==> config.mk <==
export PLATFORM = sky130hd
export DESIGN_NAME = gyro_bias_calibrator
export DESIGN_NICKNAME = d
export VERILOG_FILES = /design/src/hw/rtl/gbc_pkg.sv /design/src/hw/rtl/gbc_div.sv /design/src/hw/rtl/gbc_dp.sv /design/src/hw/rtl/gbc_ctrl.sv /design/src/hw/rtl/gyro_bias_calibrator.sv
export VERILOG_INCLUDE_DIRS = /design/src /design/src/hw/rtl
export SDC_FILE = /design/constraint.sdc
export NUM_CORES = 1
export LEC_CHECK = 0
export ABC_CLOCK_PERIOD_IN_PS = 7000
export BUFFER_PORTS_ARGS = -buffer_cell sky130_fd_sc_hd__buf_2
export CAP_MARGIN = 30
export CELL_PAD_IN_SITES_DETAIL_PLACEMENT = 1
export CELL_PAD_IN_SITES_GLOBAL_PLACEMENT = 2
export CORE_MARGIN = 4
export CORE_UTILIZATION = 43
export CTS_CLUSTER_SIZE = 10
export DETAILED_ROUTE_END_ITERATION = 10
export PLACE_DENSITY_LB_ADDON = 0.1
export SKIP_LAST_GASP = 1
export SLEW_MARGIN = 25
export SYNTH_ARGS = -nofsm -noshare
export SYNTH_HDL_FRONTEND = slang
export SYNTH_HIERARCHICAL = 1
export SYNTH_SLANG_ARGS = --single-unit
==> constraint.sdc <==
create_clock -name clk_i -period 7 [get_ports clk_i]
set_input_delay 0 -clock clk_i [delete_from_list [all_inputs] [get_ports clk_i]]
set_output_delay 0 -clock clk_i [all_outputs]
set_load 0.05 [all_outputs]
==> src/hw/rtl/gyro_bias_calibrator_macros.svh <==
// ---------------------------------------------------------------------------
// gyro bias calibrator assertion macros
// shorthand for clocked implication checks, disabled while in reset
// ---------------------------------------------------------------------------
`ifndef GYRO_BIAS_CALIBRATOR_MACROS_SVH
`define GYRO_BIAS_CALIBRATOR_MACROS_SVH

// same-cycle implication
`define GBC_ASSERT_IMP(lbl, ante, cons, msg) \
  lbl: assert property (@(posedge clk_i) disable iff (!rst_ni) (ante) |-> (cons)) \
    else $error(msg);

// next-cycle implication
`define GBC_ASSERT_NXT(lbl, ante, cons, msg) \
  lbl: assert property (@(posedge clk_i) disable iff (!rst_ni) (ante) |=> (cons)) \
    else $error(msg);

`endif

==> src/hw/rtl/gbc_pkg.sv <==
// ---------------------------------------------------------------------------
// gbc_pkg
// shared widths, register indexes, command and status types, sample decode
// ---------------------------------------------------------------------------
package gbc_pkg;

  localparam int unsigned AXES       = 3;
  localparam int unsigned AXIS_W     = 2;
  localparam int unsigned RAW_W      = 16;
  localparam int unsigned SMP_W      = 16;
  localparam int unsigned DIFF_W     = SMP_W + 2;
  localparam int unsigned SUM_W      = 28;
  localparam int unsigned CNT_W      = 12;
  localparam int unsigned LIM_W      = 16;
  localparam int unsigned RATE_W     = 21;
  localparam int unsigned FRAC_W     = 4;
  localparam int unsigned DIVD_W     = SUM_W + FRAC_W;
  localparam int unsigned DIVC_W     = $clog2(DIVD_W);
  localparam int unsigned CFG_IDX_W  = 1;
  localparam int unsigned CFG_DATA_W = 16;

  localparam logic [CFG_IDX_W-1:0] REG_STABLE_LIMIT = 1'd0;
  localparam logic [CFG_IDX_W-1:0] REG_SAMPLE_COUNT = 1'd1;

  localparam logic [LIM_W-1:0]  STABLE_LIMIT_RST = 16'd20;
  localparam logic [CNT_W-1:0]  SAMPLE_COUNT_RST = 12'd500;
  localparam logic [RAW_W-1:0]  RAW_ZERO_ALIAS   = 16'h8000;
  localparam logic [AXIS_W-1:0] AXIS_FIRST       = 2'd0;
  localparam logic [AXIS_W-1:0] AXIS_LAST        = 2'd2;

  typedef logic signed [SMP_W-1:0] smp_t;

  typedef struct packed {
    logic              load_in;
    logic              acc;
    logic              div_start;
    logic              off_wr;
    logic              cal_end;
    logic              out_load;
    logic [AXIS_W-1:0] axis;
  } gbc_cmd_t;

  typedef struct packed {
    logic end_cal;
    logic count_zero;
    logic div_busy;
    logic div_done;
  } gbc_sts_t;

  typedef enum logic [5:0] {
    S_IDLE      = 6'b000001,
    S_UPDATE    = 6'b000010,
    S_CHECK     = 6'b000100,
    S_DIV_START = 6'b001000,
    S_DIV_WAIT  = 6'b010000,
    S_OUT       = 6'b100000
  } gbc_state_e;

  // two's complement word, alias pattern reads as zero, then negated
  function automatic smp_t decode_neg(input logic [RAW_W-1:0] raw);
    smp_t res;
    if (raw == RAW_ZERO_ALIAS) begin
      res = '0;
    end else begin
      res = smp_t'(~raw + 16'd1);
    end
    return res;
  endfunction

endpackage

==> src/hw/rtl/gbc_div.sv <==
// ---------------------------------------------------------------------------
// gbc_div
// restoring unsigned divider, one quotient bit per cycle
// ---------------------------------------------------------------------------
module gbc_div (
  input  logic                       clk_i,
  input  logic                       rst_ni,
  input  logic                       start_i,
  input  logic [gbc_pkg::DIVD_W-1:0] dividend_i,
  input  logic [gbc_pkg::CNT_W-1:0]  divisor_i,
  output logic                       busy_o,
  output logic                       done_o,
  output logic [gbc_pkg::DIVD_W-1:0] quot_o
);
  import gbc_pkg::*;

  logic              busy_q, busy_d;
  logic              done_q, done_d;
  logic [CNT_W-1:0]  rem_q;
  logic [DIVD_W-1:0] quo_q;
  logic [CNT_W-1:0]  dsr_q;
  logic [DIVC_W-1:0] cnt_q;
  logic [CNT_W:0]    rem_sh;
  logic [CNT_W:0]    rem_sub;
  logic              ge;

  assign rem_sh  = {rem_q, quo_q[DIVD_W-1]};
  assign ge      = rem_sh >= {1'b0, dsr_q};
  assign rem_sub = rem_sh - {1'b0, dsr_q};

  always_comb begin
    busy_d = busy_q;
    done_d = 1'b0;
    if (start_i) begin
      busy_d = 1'b1;
    end else if (busy_q && (cnt_q == DIVC_W'(DIVD_W - 1))) begin
      busy_d = 1'b0;
      done_d = 1'b1;
    end
  end

  always_ff @(posedge clk_i or negedge rst_ni) begin
    if (!rst_ni) begin
      busy_q <= 1'b0;
      done_q <= 1'b0;
    end else begin
      busy_q <= busy_d;
      done_q <= done_d;
    end
  end

  always_ff @(posedge clk_i) begin
    if (start_i) begin
      rem_q <= '0;
      quo_q <= dividend_i;
      dsr_q <= divisor_i;
      cnt_q <= '0;
    end else if (busy_q) begin
      rem_q <= ge ? rem_sub[CNT_W-1:0] : rem_sh[CNT_W-1:0];
      quo_q <= {quo_q[DIVD_W-2:0], ge};
      cnt_q <= cnt_q + DIVC_W'(1);
    end
  end

  assign busy_o = busy_q;
  assign done_o = done_q;
  assign quot_o = quo_q;

endmodule

==> src/hw/rtl/gbc_dp.sv <==
// ---------------------------------------------------------------------------
// gbc_dp
// sample decode, stillness test, sums, offset divide and rate output
// ---------------------------------------------------------------------------
module gbc_dp (
  input  logic                                 clk_i,
  input  logic                                 rst_ni,
  input  logic                                 cfg_we_i,
  input  logic [gbc_pkg::CFG_IDX_W-1:0]        cfg_idx_i,
  input  logic [gbc_pkg::CFG_DATA_W-1:0]       cfg_data_i,
  input  logic [gbc_pkg::RAW_W-1:0]            x_raw_i,
  input  logic [gbc_pkg::RAW_W-1:0]            y_raw_i,
  input  logic [gbc_pkg::RAW_W-1:0]            z_raw_i,
  input  gbc_pkg::gbc_cmd_t                    cmd_i,
  output gbc_pkg::gbc_sts_t                    sts_o,
  output logic signed [gbc_pkg::RATE_W-1:0]    x_rate_o,
  output logic signed [gbc_pkg::RATE_W-1:0]    y_rate_o,
  output logic signed [gbc_pkg::RATE_W-1:0]    z_rate_o,
  output logic                                 calibration_done_o
);
  import gbc_pkg::*;

  logic [LIM_W-1:0]         lim_q;
  logic [CNT_W-1:0]         nsmp_q;
  logic [RAW_W-1:0]         raw      [AXES];
  smp_t                     cur_q    [AXES];
  smp_t                     prev_q   [AXES];
  logic signed [SUM_W-1:0]  sum_q    [AXES];
  logic signed [RATE_W-1:0] off_q    [AXES];
  logic signed [RATE_W-1:0] rate_q   [AXES];
  logic [CNT_W-1:0]         cnt_q;
  logic                     cal_q;
  logic                     done_q;

  logic signed [DIFF_W-1:0] diff     [AXES];
  logic signed [DIFF_W-1:0] lim_pos;
  logic signed [DIFF_W-1:0] lim_neg;
  logic                     still;
  logic                     acc_en;

  logic signed [SUM_W-1:0]  sel_sum;
  logic                     sel_neg;
  logic [SUM_W-1:0]         sel_mag;
  logic [DIVD_W-1:0]        dividend;
  logic [DIVD_W-1:0]        quot;
  logic signed [RATE_W-1:0] quot_s;
  logic signed [RATE_W-1:0] off_val;
  logic                     div_busy;
  logic                     div_done;

  assign raw[0] = x_raw_i;
  assign raw[1] = y_raw_i;
  assign raw[2] = z_raw_i;

  // configuration
  always_ff @(posedge clk_i or negedge rst_ni) begin
    if (!rst_ni) begin
      lim_q  <= STABLE_LIMIT_RST;
      nsmp_q <= SAMPLE_COUNT_RST;
    end else if (cfg_we_i) begin
      case (cfg_idx_i)
        REG_STABLE_LIMIT: lim_q  <= cfg_data_i[LIM_W-1:0];
        REG_SAMPLE_COUNT: nsmp_q <= cfg_data_i[CNT_W-1:0];
        default: ;
      endcase
    end
  end

  // stillness test on all axes
  assign lim_pos = $signed({2'b00, lim_q});
  assign lim_neg = -lim_pos;

  always_comb begin
    still = 1'b1;
    for (int i = 0; i < AXES; i++) begin
      diff[i] = DIFF_W'(cur_q[i]) - DIFF_W'(prev_q[i]);
      if (!((diff[i] < lim_pos) && (diff[i] > lim_neg))) begin
        still = 1'b0;
      end
    end
  end

  assign acc_en = cal_q && (cnt_q < nsmp_q);

  // offset divide, sign handled around an unsigned divider
  assign sel_sum  = sum_q[cmd_i.axis];
  assign sel_neg  = sel_sum[SUM_W-1];
  assign sel_mag  = sel_neg ? SUM_W'(-sel_sum) : SUM_W'(sel_sum);
  assign dividend = {sel_mag, {FRAC_W{1'b0}}};
  assign quot_s   = $signed(quot[RATE_W-1:0]);
  assign off_val  = sel_neg ? -quot_s : quot_s;

  gbc_div u_div (
    .clk_i      (clk_i),
    .rst_ni     (rst_ni),
    .start_i    (cmd_i.div_start),
    .dividend_i (dividend),
    .divisor_i  (cnt_q),
    .busy_o     (div_busy),
    .done_o     (div_done),
    .quot_o     (quot)
  );

  // calibration state
  always_ff @(posedge clk_i or negedge rst_ni) begin
    if (!rst_ni) begin
      cnt_q <= '0;
      cal_q <= 1'b1;
      for (int i = 0; i < AXES; i++) begin
        sum_q[i]  <= '0;
        off_q[i]  <= '0;
        prev_q[i] <= '0;
      end
    end else begin
      if (cmd_i.acc && acc_en) begin
        if (still) begin
          cnt_q <= cnt_q + CNT_W'(1);
          for (int i = 0; i < AXES; i++) begin
            sum_q[i] <= sum_q[i] + SUM_W'(cur_q[i]);
          end
        end else begin
          cnt_q <= '0;
          for (int i = 0; i < AXES; i++) begin
            sum_q[i] <= '0;
          end
        end
      end
      if (cmd_i.off_wr) begin
        for (int i = 0; i < AXES; i++) begin
          if (cmd_i.axis == AXIS_W'(i)) begin
            off_q[i] <= off_val;
          end
        end
      end
      if (cmd_i.cal_end) begin
        cal_q <= 1'b0;
      end
      if (cmd_i.out_load) begin
        for (int i = 0; i < AXES; i++) begin
          prev_q[i] <= cur_q[i];
        end
      end
    end
  end

  // sample and result registers
  always_ff @(posedge clk_i) begin
    if (cmd_i.load_in) begin
      for (int i = 0; i < AXES; i++) begin
        cur_q[i] <= decode_neg(raw[i]);
      end
    end
    if (cmd_i.out_load) begin
      done_q <= !cal_q;
      for (int i = 0; i < AXES; i++) begin
        rate_q[i] <= $signed({cur_q[i][SMP_W-1], cur_q[i], {FRAC_W{1'b0}}}) - off_q[i];
      end
    end
  end

  assign sts_o.end_cal    = cal_q && (cnt_q >= nsmp_q);
  assign sts_o.count_zero = (cnt_q == '0);
  assign sts_o.div_busy   = div_busy;
  assign sts_o.div_done   = div_done;

  assign x_rate_o           = rate_q[0];
  assign y_rate_o           = rate_q[1];
  assign z_rate_o           = rate_q[2];
  assign calibration_done_o = done_q;

endmodule

==> src/hw/rtl/gbc_ctrl.sv <==
// ---------------------------------------------------------------------------
// gbc_ctrl
// item sequencer: accept, accumulate, offset divide per axis, result beat
// ---------------------------------------------------------------------------
module gbc_ctrl (
  input  logic              clk_i,
  input  logic              rst_ni,
  input  logic              in_valid_i,
  output logic              in_stall_o,
  output logic              out_valid_o,
  input  logic              out_stall_i,
  input  gbc_pkg::gbc_sts_t sts_i,
  output gbc_pkg::gbc_cmd_t cmd_o
);
  import gbc_pkg::*;

  gbc_state_e        state_q, state_d;
  logic [AXIS_W-1:0] axis_q, axis_d;
  logic              out_valid_q, out_valid_d;
  logic              out_free;
  gbc_cmd_t          cmd;

  assign out_free = !out_valid_q || !out_stall_i;

  always_comb begin
    state_d  = state_q;
    axis_d   = axis_q;
    cmd      = '0;
    cmd.axis = axis_q;
    case (state_q)
      S_IDLE: begin
        if (in_valid_i) begin
          cmd.load_in = 1'b1;
          state_d     = S_UPDATE;
        end
      end
      S_UPDATE: begin
        cmd.acc = 1'b1;
        state_d = S_CHECK;
      end
      S_CHECK: begin
        if (sts_i.end_cal && !sts_i.count_zero) begin
          axis_d  = AXIS_FIRST;
          state_d = S_DIV_START;
        end else begin
          cmd.cal_end = sts_i.end_cal;
          state_d     = S_OUT;
        end
      end
      S_DIV_START: begin
        cmd.div_start = 1'b1;
        state_d       = S_DIV_WAIT;
      end
      S_DIV_WAIT: begin
        if (sts_i.div_done) begin
          cmd.off_wr = 1'b1;
          if (axis_q == AXIS_LAST) begin
            cmd.cal_end = 1'b1;
            state_d     = S_OUT;
          end else begin
            axis_d  = axis_q + AXIS_W'(1);
            state_d = S_DIV_START;
          end
        end
      end
      S_OUT: begin
        if (out_free) begin
          cmd.out_load = 1'b1;
          state_d      = S_IDLE;
        end
      end
      default: begin
        state_d = S_IDLE;
      end
    endcase
  end

  always_comb begin
    out_valid_d = out_valid_q;
    if (cmd.out_load) begin
      out_valid_d = 1'b1;
    end else if (out_valid_q && !out_stall_i) begin
      out_valid_d = 1'b0;
    end
  end

  always_ff @(posedge clk_i or negedge rst_ni) begin
    if (!rst_ni) begin
      state_q     <= S_IDLE;
      axis_q      <= AXIS_FIRST;
      out_valid_q <= 1'b0;
    end else begin
      state_q     <= state_d;
      axis_q      <= axis_d;
      out_valid_q <= out_valid_d;
    end
  end

  assign in_stall_o  = (state_q != S_IDLE);
  assign out_valid_o = out_valid_q;
  assign cmd_o       = cmd;

endmodule

==> src/hw/rtl/gyro_bias_calibrator.sv <==
// ---------------------------------------------------------------------------
// gyro_bias_calibrator: three-axis gyro zero-rate offset removal, one beat per item
// each item runs through update, check and output states; input is stalled until idle
// the item ending calibration runs the bit-serial offset divider per axis if count is nonzero
// reset: limit 20, count 500, sums, offsets and previous sample cleared, calibrating
// ---------------------------------------------------------------------------
module gyro_bias_calibrator (
  input  logic                                 clk_i,
  input  logic                                 rst_ni,
  input  logic                                 cfg_we_i,
  input  logic [gbc_pkg::CFG_IDX_W-1:0]        cfg_idx_i,
  input  logic [gbc_pkg::CFG_DATA_W-1:0]       cfg_data_i,
  input  logic                                 in_valid_i,
  output logic                                 in_stall_o,
  input  logic [gbc_pkg::RAW_W-1:0]            x_raw_i,
  input  logic [gbc_pkg::RAW_W-1:0]            y_raw_i,
  input  logic [gbc_pkg::RAW_W-1:0]            z_raw_i,
  output logic                                 out_valid_o,
  input  logic                                 out_stall_i,
  output logic signed [gbc_pkg::RATE_W-1:0]    x_rate_o,
  output logic signed [gbc_pkg::RATE_W-1:0]    y_rate_o,
  output logic signed [gbc_pkg::RATE_W-1:0]    z_rate_o,
  output logic                                 calibration_done_o
);
  import gbc_pkg::*;

  gbc_cmd_t cmd;
  gbc_sts_t sts;
  logic     div_ok;
  logic     res_free;
  logic     in_take;

  gbc_ctrl u_ctrl (
    .clk_i       (clk_i),
    .rst_ni      (rst_ni),
    .in_valid_i  (in_valid_i),
    .in_stall_o  (in_stall_o),
    .out_valid_o (out_valid_o),
    .out_stall_i (out_stall_i),
    .sts_i       (sts),
    .cmd_o       (cmd)
  );

  gbc_dp u_dp (
    .clk_i              (clk_i),
    .rst_ni             (rst_ni),
    .cfg_we_i           (cfg_we_i),
    .cfg_idx_i          (cfg_idx_i),
    .cfg_data_i         (cfg_data_i),
    .x_raw_i            (x_raw_i),
    .y_raw_i            (y_raw_i),
    .z_raw_i            (z_raw_i),
    .cmd_i              (cmd),
    .sts_o              (sts),
    .x_rate_o           (x_rate_o),
    .y_rate_o           (y_rate_o),
    .z_rate_o           (z_rate_o),
    .calibration_done_o (calibration_done_o)
  );

  assign div_ok   = sts.end_cal && !sts.count_zero && !sts.div_busy;
  assign res_free = !out_valid_o || !out_stall_i;
  assign in_take  = in_valid_i && !in_stall_o;

`include "gyro_bias_calibrator_macros.svh"

  `GBC_ASSERT_IMP(a_div_at_end, cmd.div_start, div_ok, "divide outside calibration end")
  `GBC_ASSERT_IMP(a_off_after_div, cmd.off_wr, sts.div_done, "offset written before divide done")
  `GBC_ASSERT_IMP(a_no_overwrite, cmd.out_load, res_free, "pending result beat overwritten")
  `GBC_ASSERT_NXT(a_one_item, in_take, in_stall_o, "second item taken while one is in work")

endmodule

# [Yosys cells after proc, flatten, opt, wreduce, memory -nomap -nowiden]
# Memories as Yosys holds them, arrays and structs flattened.
# Cells that the tools add are included.
[totals] register_bits=309 ramBits=111 output_inout_bits=66 elab_cells=155 memories=2
[mem_list] name="u_dp.rate_q" depth=3 word_bits=21 rd=3 rd_ports_with_merged_regs=0 write_ports=3 line="gbc_dp.sv:30" text="logic signed [RATE_W-1:0] rate_q [AXES];"
[mem_list] name="u_dp.cur_q" depth=3 word_bits=16 rd=3 rd_ports_with_merged_regs=0 write_ports=3 line="gbc_dp.sv:26" text="smp_t cur_q [AXES];"
[op_classes] addsub=19 order_cmp=10 eq_ne=18 n_mux=50 bitwise_logic=5 n_reduce_logical=27
[op_table] cell="$mux W16" n=6
[op_table] cell="$add A28 B16 Y28" n=3
[op_table] cell="$mux W28" n=3
[op_table] cell="$mux W84" n=1
[op_table] cell="$mux W32" n=2
[op_table] cell="$sub A20 B21 Y21" n=3
[op_table] cell="$bmux W28 S2" n=1
[op_table] cell="$gt A18 B18 Y1" n=3
[op_table] cell="$lt A18 B17 Y1" n=3
[op_table] cell="$sub A16 B16 Y17" n=3
[op_table] cell="$add A16 B1 Y16 const B" n=3
[op_table] cell="$eq A16 B16 Y1 const B" n=3
[op_table] cell="$not A16 Y16" n=3
[op_table] cell="$pmux W6 S6" n=1
[op_table] cell="$mux W6" n=5
[op_table] cell="$neg A28 Y28" n=1
[op_table] cell="$mux W12" n=2
[op_table] cell="$mux W1" n=22
[op_table] cell="$mux W21" n=1
[op_table] cell="$neg A21 Y21" n=1
[op_table] cell="$neg A16 Y18" n=1
[op_table] cell="$ge A13 B12 Y1" n=1
[op_table] cell="$add A12 B1 Y12 const B" n=1
[op_table] cell="$ge A12 B12 Y1" n=1
[op_table] cell="31 further kinds" n=55

# [Longest topological paths before layout]
# Gate-level depths: netlist (run 1).
# An unclocked memory read counts as a cell.
[logic_depth] depth_word=8 depth_mapped=24 depth_no_buf=23

# [Modules after synthesis]
# Netlist (run 1), hierarchy kept.
[modules_own_cells] mod="gbc_dp" instances=1 cells_each=2869 area_per_inst_um2=25750.9
[modules_own_cells] mod="gbc_div" instances=1 cells_each=261 area_per_inst_um2=3125.5
[modules_own_cells] mod="gbc_ctrl" instances=1 cells_each=55 area_per_inst_um2=559.3

# [Worst setup path after synthesis (run 1)]
# OpenSTA, ideal clock, no wires.
[synth_timing] path_kind="reg-to-reg" start="memory u_dp/cur_q[0][33] in the netlist's numbering" end="register u_dp/sum_q[26] in the netlist's numbering" setup_ns=0.083 t_arrival_ns=4.467 required_ns=6.917 slack_ns=2.450 stages_incl_launch_ff=23 path_buffers=2 cell_sequence="edfxtp_1 > ha_1 > nor2b_1 > o21ai_0 > a21boi_0 > o21ai_0 > a21boi_0 > o21ai_0 > a21oi_1 > o41ai_1 > a21oi_1 > xor2_1 > ha_1 > and4_1 > nor4bb_1 > a221o_1 > o211ai_1 > a211oi_1 > o211ai_2 > or2_1 > buf_2 > buf_2 > o21ai_0"
[synth_lines] element="start: declaration" line="gbc_dp.sv:26"
[synth_lines] element="end signal: indexed assignment" line="gbc_dp.sv:119" text="sum_q[i] <= sum_q[i] + SUM_W'(cur_q[i]);"
[synth_lines] element="end: declaration" line="gbc_dp.sv:28" text="logic signed [SUM_W-1:0] sum_q [AXES];"

==> results of run 1 <==
==> per-layer routing <==
layer	global-route usage	vias to the layer above
li1	-	11949
met1	0.351	12705
met2	0.462	520
met3	0.0353	179
met4	0.0922	0
met5	0	-
==> cell type report <==
cell class / instances / area share
multi-input combinational: 2457 / 0.500
tap: 873 / 0.0320
sequential: 420 / 0.329
inverter: 225 / 0.0247
antenna: 3 / 0.000220
clock inverter: 8 / 0.00271
clock buffer: 90 / 0.0461
timing repair buffer: 293 / 0.0655
==> flip-flops by register name, summed over array words and instances, names as in the netlist <==
name                     flops
u_dp/calibration_done_o      1
u_dp/cnt_q                  12
u_dp/sum_q                  84
u_dp/u_div/dsr_q            12
u_dp/u_div/done_o            1
u_dp/u_div/rem_q            12
u_dp/u_div/cnt_q             5
u_dp/nsmp_q                 12
u_dp/cal_q                   1
u_dp/rate_q                 63
u_dp/prev_q                 48
u_ctrl/out_valid_o           1
u_ctrl/state_q               6
u_dp/u_div/busy_o            1
u_dp/off_q                  63
u_dp/lim_q                  16
u_ctrl/axis_q                2
u_dp/cur_q                  48
u_dp/u_div/quot_o           32
==> path summary, 6_finish.rpt <==
kind / startpoint / end / slack, ps / cells past startpoint
max in group asynchronous: rst_ni / u_ctrl/state_q[0] / 5690 / 5
min in group asynchronous: rst_ni / u_dp/nsmp_q[7] / 560 / 3
hold reg to reg: u_dp/off_q[52] / u_dp/off_q[52] / 480 / 2
setup reg to reg: u_dp/cur_q[0][1] / u_dp/sum_q[5] / 1050 / 20
setup / recovery: u_dp/cur_q[0][1] / u_dp/sum_q[5] / 1050 / 20
hold / removal: y_raw_i[1] / u_dp/cur_q[0][17] / 140 / 4
==> critical path, delay by kind of cell, from the launching register on <==
family,cells,cell delay [ps]
compound gates,13,3360
fa+ha+maj,2,570
buf+inv,2,580
flops,1,490
simple gates,3,770
==> metrics by stage <==
stage	power, uW	utilization	cell area (um2)	worst slack [ps]	cells
after floorplan	6450	-	29400	2450	3187
after global placement	7910	0.461	31100	1370	4140
after detailed placement	8140	0.462	31200	1130	4143
after CTS	10900	0.505	34100	1080	4366
after global routing	11700	0.506	34100	584	4368
final	10900	0.506	34100	1050	4369
==> cells in the final DEF, fill, tap and decap left out, drive strengths merged, types with 31 or more instances in the layout <==
cell type    count
a21o            67
dlygate4sd3    124
ha             314
nand2          377
buf            169
nor3            56
nor4            32
clkbuf          90
nand2b          37
o21a            31
nand3           50
mux2            48
xnor2          149
edfxtp         156
a21oi          159
mux2i           38
o31ai           72
o21ai          310
xor2           100
dfrtp          237
nor2           222
nor2b           44
inv            227
==> power by group <==
group / leakage [uW] / switching [uW] / internal, uW
sequential: 0.00492 / 220 / 2850
combinational: 0.00905 / 3240 / 1930
clock: 0.000809 / 1110 / 1560
total: 0.0148 / 4560 / 6340
==> repair_timing <==
action / in CTS / in global routing
endpoints found under the setup margin: 0 / 0
hold buffers: 125 / 0
endpoints found under the hold margin: 202 / 0
==> metrics.md, run 1 <==
| Metric | Value |
|---|---|
| Status | completed |
| MaxCap Viol Count | 0 |
| Largest net degree at the start of global routing | 89 |
| Area of the die | 72700 um2 |
| Leakage | 0.0148 uW |
| CTS tree | built |
| Slowest stage cell, crit path | o311ai_0 |
| Root buf cell | clkbuf_16 |
| Met1 Wirelength | 44.3 mm |
| Routed Antenna Nets | 0 |
| Register area | 11200 um2 |
| Final Hold Fails | 0 |
| Layout Skew | 32.9 ps |
| H-tree Lvls | 2 |
| Port Buffers | 135 |
| Vias per cell | 5.80 |
| Inserted Clock Buffers | 52 |
| # setup viols final | 0 |
| Core Area | 67500 um2 |
| CP cell instances | ha_1 -> nor2b_1 -> o21ai_0 -> a21boi_0 -> o21ai_0 -> a21boi_0 -> o2111ai_1 -> a21boi_0 -> o31ai_1 -> o311ai_0 -> ha_1 -> nand4_1 -> nor4_1 -> o21a_1 -> a211oi_1 -> a211oi_1 -> o211ai_4 -> buf_4 -> buf_4 -> o31ai_1 |
| First-pass GRT wire length | 154 mm |
| HP Class | in -> reg |
| Final HPWL DP | 75.5 mm |
| Post-route setup TNS | 0 ps |
| Min Tclk post-route | 5950 ps |
| Fmax | 0.168 GHz |
| Max-slew violation count | 0 |
| Startpoint types | flop |
| FILL cells | 7749 |
| Initial antenna violation count | 5 |
| Final critical-path share of the clock period | 0.851 |
| Worst vdd ir | 319 uV |
| Most used cell, CP | a21boi_0 |
| DRT Wirelength | 101 mm |
| 1st-iter DRT viols | 1521 |
| DIE WIDTH | 270 um |
| CP endpoint kind | flop |
| Top Layer Used | met4 |
| Mapped Area | 29400 um2 |
| Gp weighted congestion | 0.926 |
| RSZ-0062 raised after global routing | false |
| Residual DRC | 0 |
| Maximum buffer depth of the clock tree | 3 |
| Power Density | 319 nW/um2 |
| Tightest Pin Transition | 951 ps |
| WS Path Type | reg -> reg |
| Drt pass-1 iters | 5 |
| IO Pins | 136 |
| Multi-input gate area | 17100 um2 |
| Share of cells above drive strength 1 | 0.0965 |
| Overall die height | 270 um |
| DR WL/cell | 23.0 um |
| Total gr overflow | 0 |
| Max Fanout on Critical Path | 31 |
| Starting Density | 0.436 |
| Worst slew margin | 0.366 |
| Met3 WL | 4.36 mm |
| Synth Area per Inst | 9.24 um2 |
| FP Rows | 95 |
| CTS Sinks | 420 |
| Area grow syn2layout | 16.0% |
| Worst-Skew Late Latency | 620 ps |
| Critical path required time | 7510 ps |
| Final #Nets | 3840 |
| Syn Inst Count | 3184 |
| Ys Warns | 6 |
| Vias in the first global route | 26545 |
| Crit-path max cell delay | 670 ps |
| Worst-path clk slew | 60 ps |
| Fin Hold WS | 136 ps |
| Post-CTS Setup Repair Bufs | 0 |
| DR WL met2 | 48.3 mm |
| Gr usage total | 0.269 |
| Post-CTS sizing | 0 |
| Arr. time, crit path | 6460 ps |
| DR vias | 25353 |
Note: power is estimated with default switching activity, not from simulation.
==> run 2: changes to the inputs <==
--- a/config.mk
+++ b/config.mk
@@ -6,13 +6,14 @@
 export SDC_FILE = /design/constraint.sdc
 export NUM_CORES = 1
 export LEC_CHECK = 0
+export ABC_AREA = 1
 export ABC_CLOCK_PERIOD_IN_PS = 7000
 export BUFFER_PORTS_ARGS = -buffer_cell sky130_fd_sc_hd__buf_2
 export CAP_MARGIN = 30
 export CELL_PAD_IN_SITES_DETAIL_PLACEMENT = 1
 export CELL_PAD_IN_SITES_GLOBAL_PLACEMENT = 2
 export CORE_MARGIN = 4
-export CORE_UTILIZATION = 43
+export CORE_UTILIZATION = 41
 export CTS_CLUSTER_SIZE = 10
 export DETAILED_ROUTE_END_ITERATION = 10
 export PLACE_DENSITY_LB_ADDON = 0.1
==> run 2 against run 1 <==
Synthesized cell count up 27%. First-iteration DRC count up 9.7%. Global-route usage up 0.41 points. Wire length up 11%. Register-to-register slack better by 920 ps. Cell count up 21%. Core utilization down 3.2 points. Die area up 11%. Clock power up 2%. Critical path type unchanged. Critical endpoint is now u_dp/sum_q[48]. Largest cell class unchanged.
==> metrics.md, run 2 <==
| Metric | Value |
|---|---|
| FILL cells | 9395 (was 7749) |
| Final critical-path share of the clock period | 0.719 (was 0.851) |
| Post-CTS Setup Repair Bufs | 0 (unchanged) |
| Core Area | 75800 um2 (was 67500 um2) |
| Max-slew violation count | 0 (unchanged) |
| Slowest stage cell, crit path | buf_4 (was o311ai_0) |
| Arr. time, crit path | 5610 ps (was 6460 ps) |
| MaxCap Viol Count | 0 (unchanged) |
| Port Buffers | 135 (unchanged) |
| Startpoint types | flop (unchanged) |
| Ys Warns | 6 (unchanged) |
| Hold Path Origin | x_raw_i[1] (was y_raw_i[1]) |
| CTS tree | built (unchanged) |
| Power Density | 415 nW/um2 (was 319 nW/um2) |
| Overall die height | 284 um (was 270 um) |
| Initial antenna violation count | 4 (was 5) |
| Leakage | 0.0176 uW (was 0.0148 uW) |
| Crit-path max cell delay | 560 ps (was 670 ps) |
| Gr usage total | 0.273 (was 0.269) |
| HP Class | in -> reg (unchanged) |
| Worst-path clk slew | 60 ps (about the same) |
| # setup viols final | 0 (unchanged) |
| Status | completed (unchanged) |
| Total gr overflow | 0 (unchanged) |
| Area grow syn2layout | 14.8% (was 16.0%) |
| Commonest non-fill, non-tap cells in the layout | nand2_1, inv_1, ha_1, a21oi_1, o21ai_0 (was nand2_1, ha_1, o21ai_0, dfrtp_1, inv_1) |
| Biggest register | u_dp/sum_q (unchanged) |
| Drt pass-1 iters | 4 (was 5) |
| Mapped Area | 31300 um2 (was 29400 um2) |
| Final HPWL DP | 86.1 mm (was 75.5 mm) |
| Pre-CTS setup slack | 2020 ps (was 1130 ps) |
| DR vias | 28401 (was 25353) |
| H-tree Lvls | 2 (unchanged) |
| Post-route setup TNS | 0 ps (unchanged) |
| Final #Nets | 4667 (was 3840) |
| Syn Inst Count | 4032 (was 3184) |
| Min-Delay Endpoint | u_dp/cur_q[0][1] (was u_dp/cur_q[0][17]) |
| DIE WIDTH | 284 um (was 270 um) |
| Worst Setup Slack, final | 1960 ps (was 1050 ps) |
| Worst vdd ir | 254 uV (was 319 uV) |
| Min Tclk post-route | 5040 ps (was 5950 ps) |
| Inserted Clock Buffers | 54 (was 52) |
| Vias per cell | 5.36 (was 5.80) |
| CP endpoint kind | flop (unchanged) |
| DR WL/cell | 21.1 um (was 23.0 um) |
| R2R Setup Slk | 1960 ps (was 1050 ps) |
| Fmax | 0.199 GHz (was 0.168 GHz) |
| Starting Density | 0.413 (was 0.436) |
| CP cell instances | ha_1 -> inv_1 -> nor3_1 -> a21oi_1 -> o21ai_0 -> a21boi_0 -> o21ai_0 -> nand2_1 -> nand2_1 -> xor2_1 -> inv_1 -> ha_1 -> nand2_1 -> nor3_1 -> o2111ai_1 -> nand4_1 -> nand4_1 -> nor2_4 -> buf_4 -> nand4_1 -> nand2_1 (was ha_1 -> nor2b_1 -> o21ai_0 -> a21boi_0 -> o21ai_0 -> a21boi_0 -> o2111ai_1 -> a21boi_0 -> o31ai_1 -> o311ai_0 -> ha_1 -> nand4_1 -> nor4_1 -> o21a_1 -> a211oi_1 -> a211oi_1 -> o211ai_4 -> buf_4 -> buf_4 -> o31ai_1) |
| Biggest regs | u_dp/sum_q x84, u_dp/off_q x63, u_dp/rate_q x63 (unchanged) |
| DRT Wirelength | 112 mm (was 101 mm) |
| Tightest Pin Transition | 964 ps (was 951 ps) |
| Layout Skew | 19.4 ps (was 32.9 ps) |
| ANT cells | 0 (was 3) |
| Maximum buffer depth of the clock tree | 3 (unchanged) |
| First-pass GRT wire length | 174 mm (was 154 mm) |
| Final Hold Fails | 0 (unchanged) |
| Vias in the first global route | 29455 (was 26545) |
| R2r endpoint | u_dp/sum_q[48] (was u_dp/sum_q[5]) |
| Worst slew margin | 0.353 (was 0.366) |
| Area of the die | 80800 um2 (was 72700 um2) |
| Share of cells above drive strength 1 | 0.0736 (was 0.0965) |
| WHS Path Cells | 5 (was 4) |
| Reg-to-Reg Start | u_dp/cur_q[0][34] (was u_dp/cur_q[0][1]) |
| Root buf cell | clkbuf_16 (unchanged) |
| Routed Antenna Nets | 0 (unchanged) |
| Max FFs per register | 84 (unchanged) |
| Worst-Skew Late Latency | 640 ps (was 620 ps) |
| FP Rows | 101 (was 95) |
| Gp weighted congestion | 0.852 (was 0.926) |
| Most common cell after layout, fill and taps aside | nand2_1 (unchanged) |
| 1st-iter DRT viols | 1668 (was 1521) |
| Largest net degree at the start of global routing | 138 (was 89) |
| Most used cell, CP | nand2_1 (was a21boi_0) |
| RSZ-0062 raised after global routing | false (unchanged) |
| Residual DRC | 0 (unchanged) |
| Critical path required time | 7570 ps (was 7510 ps) |
| WS Path Type | reg -> reg (unchanged) |
| IO Pins | 136 (unchanged) |
| Synth Area per Inst | 7.76 um2 (was 9.24 um2) |
| FF-to-FF path depth | 21 (was 20) |
| CTS Sinks | 420 (unchanged) |
| Max Fanout on Critical Path | 51 (was 31) |
==> run 2: cell type report <==
| class | count | area, um2 | area share |
|---|---|---|---|
| Tap cell | 978 | 1220 | 0.0341 |
| Sequential cell | 420 | 11200 | 0.312 |
| Timing Repair Buffer | 275 | 2120 | 0.0590 |
| Inverter | 539 | 2030 | 0.0564 |
| Clock buffer | 88 | 1580 | 0.0440 |
| Clock inverter | 14 | 116 | 0.00324 |
| Multi-Input combinational cell | 2986 | 17600 | 0.491 |
==> run 2: what timing repair did <==
item | CTS | global route
endpoints found under the hold margin | 249 | 4
gates resized for setup | 0 | 0
hold buffers | 108 | 4
==> run 2: power by group <==
part,switching [uW],leakage [uW],total (uW),internal (uW)
registers,522,0.00491,3700,3180
clock network,1170,0.000821,2720,1550
logic,5690,0.0118,8470,2780
total,7390,0.0176,14900,7500
==> run 2: worst max-delay path by stage <==
stage,start,end,slack (ps),cells past startpoint
6_report,u_dp/cur_q[0][34],u_dp/sum_q[48],1960,21
5_1_grt,u_dp/lim_q[0],u_dp/sum_q[40],1580,22
4_1_cts,u_dp/cur_q[0][34],u_dp/sum_q[48],1970,21
3_5_place_dp,u_dp/cur_q[0][34],u_dp/sum_q[48],2020,21
3_3_place_gp,u_dp/cur_q[0][34],u_dp/sum_q[53],2240,21
2_1_floorplan,u_ctrl/state_q[0],u_dp/cur_q[0][0],2180,4
==> run 2: metrics by stage <==
stage / instance area, um2 / hold WS [ps] / total power [uW] / cells / util
after floorplan: 31300 / -296 / 9400 / 4035 / -
after global placement: 33000 / -66.9 / 12000 / 5082 / 0.435
after detailed placement: 33000 / -65.2 / 12100 / 5084 / 0.436
after CTS: 35800 / 11.5 / 14900 / 5294 / 0.472
after global routing: 35900 / 81.1 / 16200 / 5300 / 0.473
final: 35900 / 37.4 / 14900 / 5300 / 0.473
==> run 2: worst max-delay path, delay by kind of cell, from the launching register on <==
family                     cells  cell delay [ps]
and+or+nand+nor               10             1580
DFF                            1              460
xor gates and xnor gates       1              150
AOI/OAI and AO/OA              5             1320
buffers and inverters          3              720
adders and majority gates      2              700
==> run 2: routing by layer <==
layer / track usage / up-vias / routed length (um)
li1: - / 13925 / -
met1: 0.367 / 13846 / 51400
met2: 0.457 / 463 / 52200
met3: 0.0350 / 167 / 4240
met4: 0.0924 / 0 / 4210
met5: 0 / - / 0
==> run 3: changes to the inputs <==
--- a/config.mk
+++ b/config.mk
@@ -7,13 +7,13 @@
 export NUM_CORES = 1
 export LEC_CHECK = 0
 export ABC_AREA = 1
-export ABC_CLOCK_PERIOD_IN_PS = 7000
+export ABC_CLOCK_PERIOD_IN_PS = 5000
 export BUFFER_PORTS_ARGS = -buffer_cell sky130_fd_sc_hd__buf_2
 export CAP_MARGIN = 30
 export CELL_PAD_IN_SITES_DETAIL_PLACEMENT = 1
 export CELL_PAD_IN_SITES_GLOBAL_PLACEMENT = 2
 export CORE_MARGIN = 4
-export CORE_UTILIZATION = 41
+export CORE_UTILIZATION = 38
 export CTS_CLUSTER_SIZE = 10
 export DETAILED_ROUTE_END_ITERATION = 10
 export PLACE_DENSITY_LB_ADDON = 0.1
==> constraint.sdc (replaced) <==
create_clock -name clk_i -period 5 [get_ports clk_i]
set_input_delay 0 -clock clk_i [delete_from_list [all_inputs] [get_ports clk_i]]
set_output_delay 0 -clock clk_i [all_outputs]
set_load 0.05 [all_outputs]
==> run 3 against run 2 <==
Wire length is 0.75% higher. Setup slack lost 1600 ps. Maximum frequency is 8.0% higher. First-iteration DRC count fell by 9.7%. Combinational power increased by 46%. Largest power group unchanged. The run now ends with hold timing left.
==> metrics.md, run 3 (synthesis results as in run 2) <==
| Metric | Value |
|---|---|
| Status | finished, violations left (was completed) |
| Violated checks | hold timing |
| Commonest non-fill, non-tap cells in the layout | nand2_1, inv_1, ha_1, a21oi_1, o21ai_0 (unchanged) |
| Fin Hold WS | -7.23 ps (was 37.4 ps) |
| HP Class | in -> reg (unchanged) |
| R2R Setup Slk | 340 ps (was 1960 ps) |
| DRT Wirelength | 113 mm (was 112 mm) |
| Max-slew violation count | 0 (unchanged) |
| Met1 Track Usage GR | 0.351 (was 0.367) |
| Biggest regs | u_dp/sum_q x84, u_dp/off_q x63, u_dp/rate_q x63 (unchanged) |
| Routed Antenna Nets | 0 (unchanged) |
| Flop pwr share | 0.238 (was 0.249) |
| Finished Cell Area | 36200 um2 (was 35900 um2) |
| Starting Density | 0.386 (was 0.413) |
| Share of cells above drive strength 1 | 0.0792 (was 0.0736) |
| Vias in the first global route | 29344 (was 29455) |
| Total gr overflow | 0 (unchanged) |
| DIE WIDTH | 295 um (was 284 um) |
| Overall die height | 295 um (was 284 um) |
| Biggest register | u_dp/sum_q (unchanged) |
| Final HPWL DP | 88.8 mm (was 86.1 mm) |
| 1st-iter DRT viols | 1506 (was 1668) |
| Layout Skew | 53.3 ps (was 19.4 ps) |
| MaxCap Viol Count | 0 (unchanged) |
| Crit path max-delay family | simple AND/OR/NAND/NOR gates (unchanged) |
| Pwr Total | 21300 uW (was 14900 uW) |
| CP endpoint kind | flop (unchanged) |
| Core Area | 81100 um2 (was 75800 um2) |
| WS Path Type | reg -> reg (unchanged) |
| Logic pwr share | 0.579 (was 0.569) |
| Post-CTS sizing | 0 (unchanged) |
| Most common cell after layout, fill and taps aside | nand2_1 (unchanged) |
| ANT cells | 0 (unchanged) |
| Post-route setup TNS | 0 ps (unchanged) |
| Leakage | 0.0177 uW (was 0.0176 uW) |
| GR peak layer | met2 (unchanged) |
| Worst Setup Slack, final | 336 ps (was 1960 ps) |
| DR vias | 28293 (was 28401) |
| CTS Sinks | 420 (unchanged) |
| Maximum buffer depth of the clock tree | 3 (unchanged) |
| FILL cells | 9951 (was 9395) |
| Residual DRC | 0 (unchanged) |
| Internal power | 10900 uW (was 7500 uW) |
| Switching share of power | 0.491 (was 0.496) |
| Vias per cell | 5.24 (was 5.36) |
| Arr. time, crit path | 5200 ps (was 5610 ps) |
| Critical path required time | 5540 ps (was 7570 ps) |
| Crit-path max cell delay | 450 ps (was 560 ps) |
| NetSw | 10500 uW (was 7390 uW) |
| Initial antenna violation count | 3 (was 4) |
| Drt pass-1 iters | 5 (was 4) |
| Fmax | 0.214 GHz (was 0.199 GHz) |
| Inserted Clock Buffers | 55 (was 54) |
| Gp weighted congestion | 0.884 (was 0.852) |
| Worst-Skew Late Latency | 650 ps (was 640 ps) |
| FP Rows | 104 (was 101) |
| # setup viols final | 0 (unchanged) |
| Worst-path clk slew | 60 ps (about the same) |
| Area of the die | 87000 um2 (was 80800 um2) |
| Worst vdd ir | 398 uV (was 254 uV) |
| Post-DP Area | 33400 um2 (was 33000 um2) |
| Root buf cell | clkbuf_16 (unchanged) |
| Pre-CTS setup slack | 483 ps (was 2020 ps) |
| Max Fanout on Critical Path | 30 (was 51) |
| Most used cell, CP | nand2_1 (unchanged) |
| Area grow syn2layout | 15.7% (was 14.8%) |
| Final #Nets | 4687 (was 4667) |
| Worst slew margin | 0.377 (was 0.353) |
| Startpoint types | flop (unchanged) |
| Gr usage total | 0.258 (was 0.273) |
| RSZ-0062 raised after global routing | false (unchanged) |
| Met3 GRT Util | 0.0219 (was 0.0350) |
| Routing usage on met2 | 0.451 (was 0.457) |
| Buffers & Inverters on Critical Path | 3 (unchanged) |
| First-pass GRT wire length | 174 mm (about the same) |
| Port Buffers | 135 (unchanged) |
| IO Pins | 136 (unchanged) |
| Tightest Pin Transition | 928 ps (was 964 ps) |
| DR WL/cell | 20.9 um (was 21.1 um) |
| Min Tclk post-route | 4660 ps (was 5040 ps) |
| Slowest stage cell, crit path | xor2_1 (was buf_4) |
| Power Density | 590 nW/um2 (was 415 nW/um2) |
| Final critical-path share of the clock period | 0.933 (was 0.719) |
| Max FFs per register | 84 (unchanged) |
| Final Hold Fails | 1 (was 0) |
| Largest net degree at the start of global routing | 137 (was 138) |
| H-tree Lvls | 2 (unchanged) |
| CTS tree | built (unchanged) |
| Clock power frac | 0.183 (about the same) |
run 3: cell count changes in the layout (fill, tap and decap cells not counted), sizes merged:
cell         delta
buf            +25
bufinv          +2
clkbuf          -5
clkinv          +3
clkinvlp        +1
dlygate4sd3     -6
run 3: worst register-to-register path, delay by kind of cell (launching register included):
family	cells	cell delay [ps]
XOR/XNOR	1	450
AND/OR/NAND/NOR	17	1900
flip-flops	1	430
AO/OA/AOI/OAI	2	270
buffers and inverters	3	500
adder cells (fa/ha/maj)	3	1000
run 3: cell type report:
type,count,area [um2],area share
clock buffer,83,1540,0.0426
inverter,539,2020,0.0559
multi-input combinational,2986,17600,0.486
sequential,420,11200,0.310
clock inverter,20,209,0.00577
timing repair buffer,294,2270,0.0627
tap,1060,1330,0.0366
run 3: path summary, 6_finish.rpt:
| path | from | cells after the start | endpoint |
|---|---|---|---|
| worst max register to register | u_dp/cur_q[0][16] | 26 | u_dp/sum_q[37] |
| min in group asynchronous | rst_ni | 3 | u_dp/off_q[51] |
| worst min register to register | u_dp/off_q[42] | 0 | u_dp/rate_q[0][0] |
| worst min-delay path | cfg_idx_i | 4 | u_dp/lim_q[4] |
| worst max-delay path | u_dp/cur_q[0][16] | 26 | u_dp/sum_q[37] |
| max in group asynchronous | rst_ni | 4 | u_dp/sum_q[54] |
run 3: power groups by stage:
stage               logic, uW  registers, uW  clock network [uW]
floorplan                8200           4960                   0
global placement        12000           5110                   0
detailed placement      12200           5130                   0
CTS                     12400           5070                4020
global route            13900           5130                4170
finish                  12400           5080                3900
run 3: per-layer routing:
layer | wire length (um) | part of all wire
met1 | 52900 | 0.47
met3 | 3290 | 0.029
met4 | 2370 | 0.021
met5 | 0 | 0
met2 | 54300 | 0.48
run 3: what timing repair did:
| item | in CTS | in global routing |
|---|---|---|
| endpoints found under the setup margin | 0 | 28 |
| endpoints found under the hold margin | 166 | 2 |
| buffers inserted | 0 | 1 |
| hold buffers | 105 | 1 |
run 3: metrics by stage:
| stage | util | instances | hold WS, ps |
|---|---|---|---|
| 2_1_floorplan | - | 4035 | -296 |
| 3_3_place_gp | 0.411 | 5189 | 35.7 |
| 3_5_place_dp | 0.411 | 5191 | 35.4 |
| 4_1_cts | 0.446 | 5399 | 23.2 |
| 5_1_grt | 0.447 | 5402 | 10.7 |
| 6_report | 0.447 | 5402 | -7.23 |
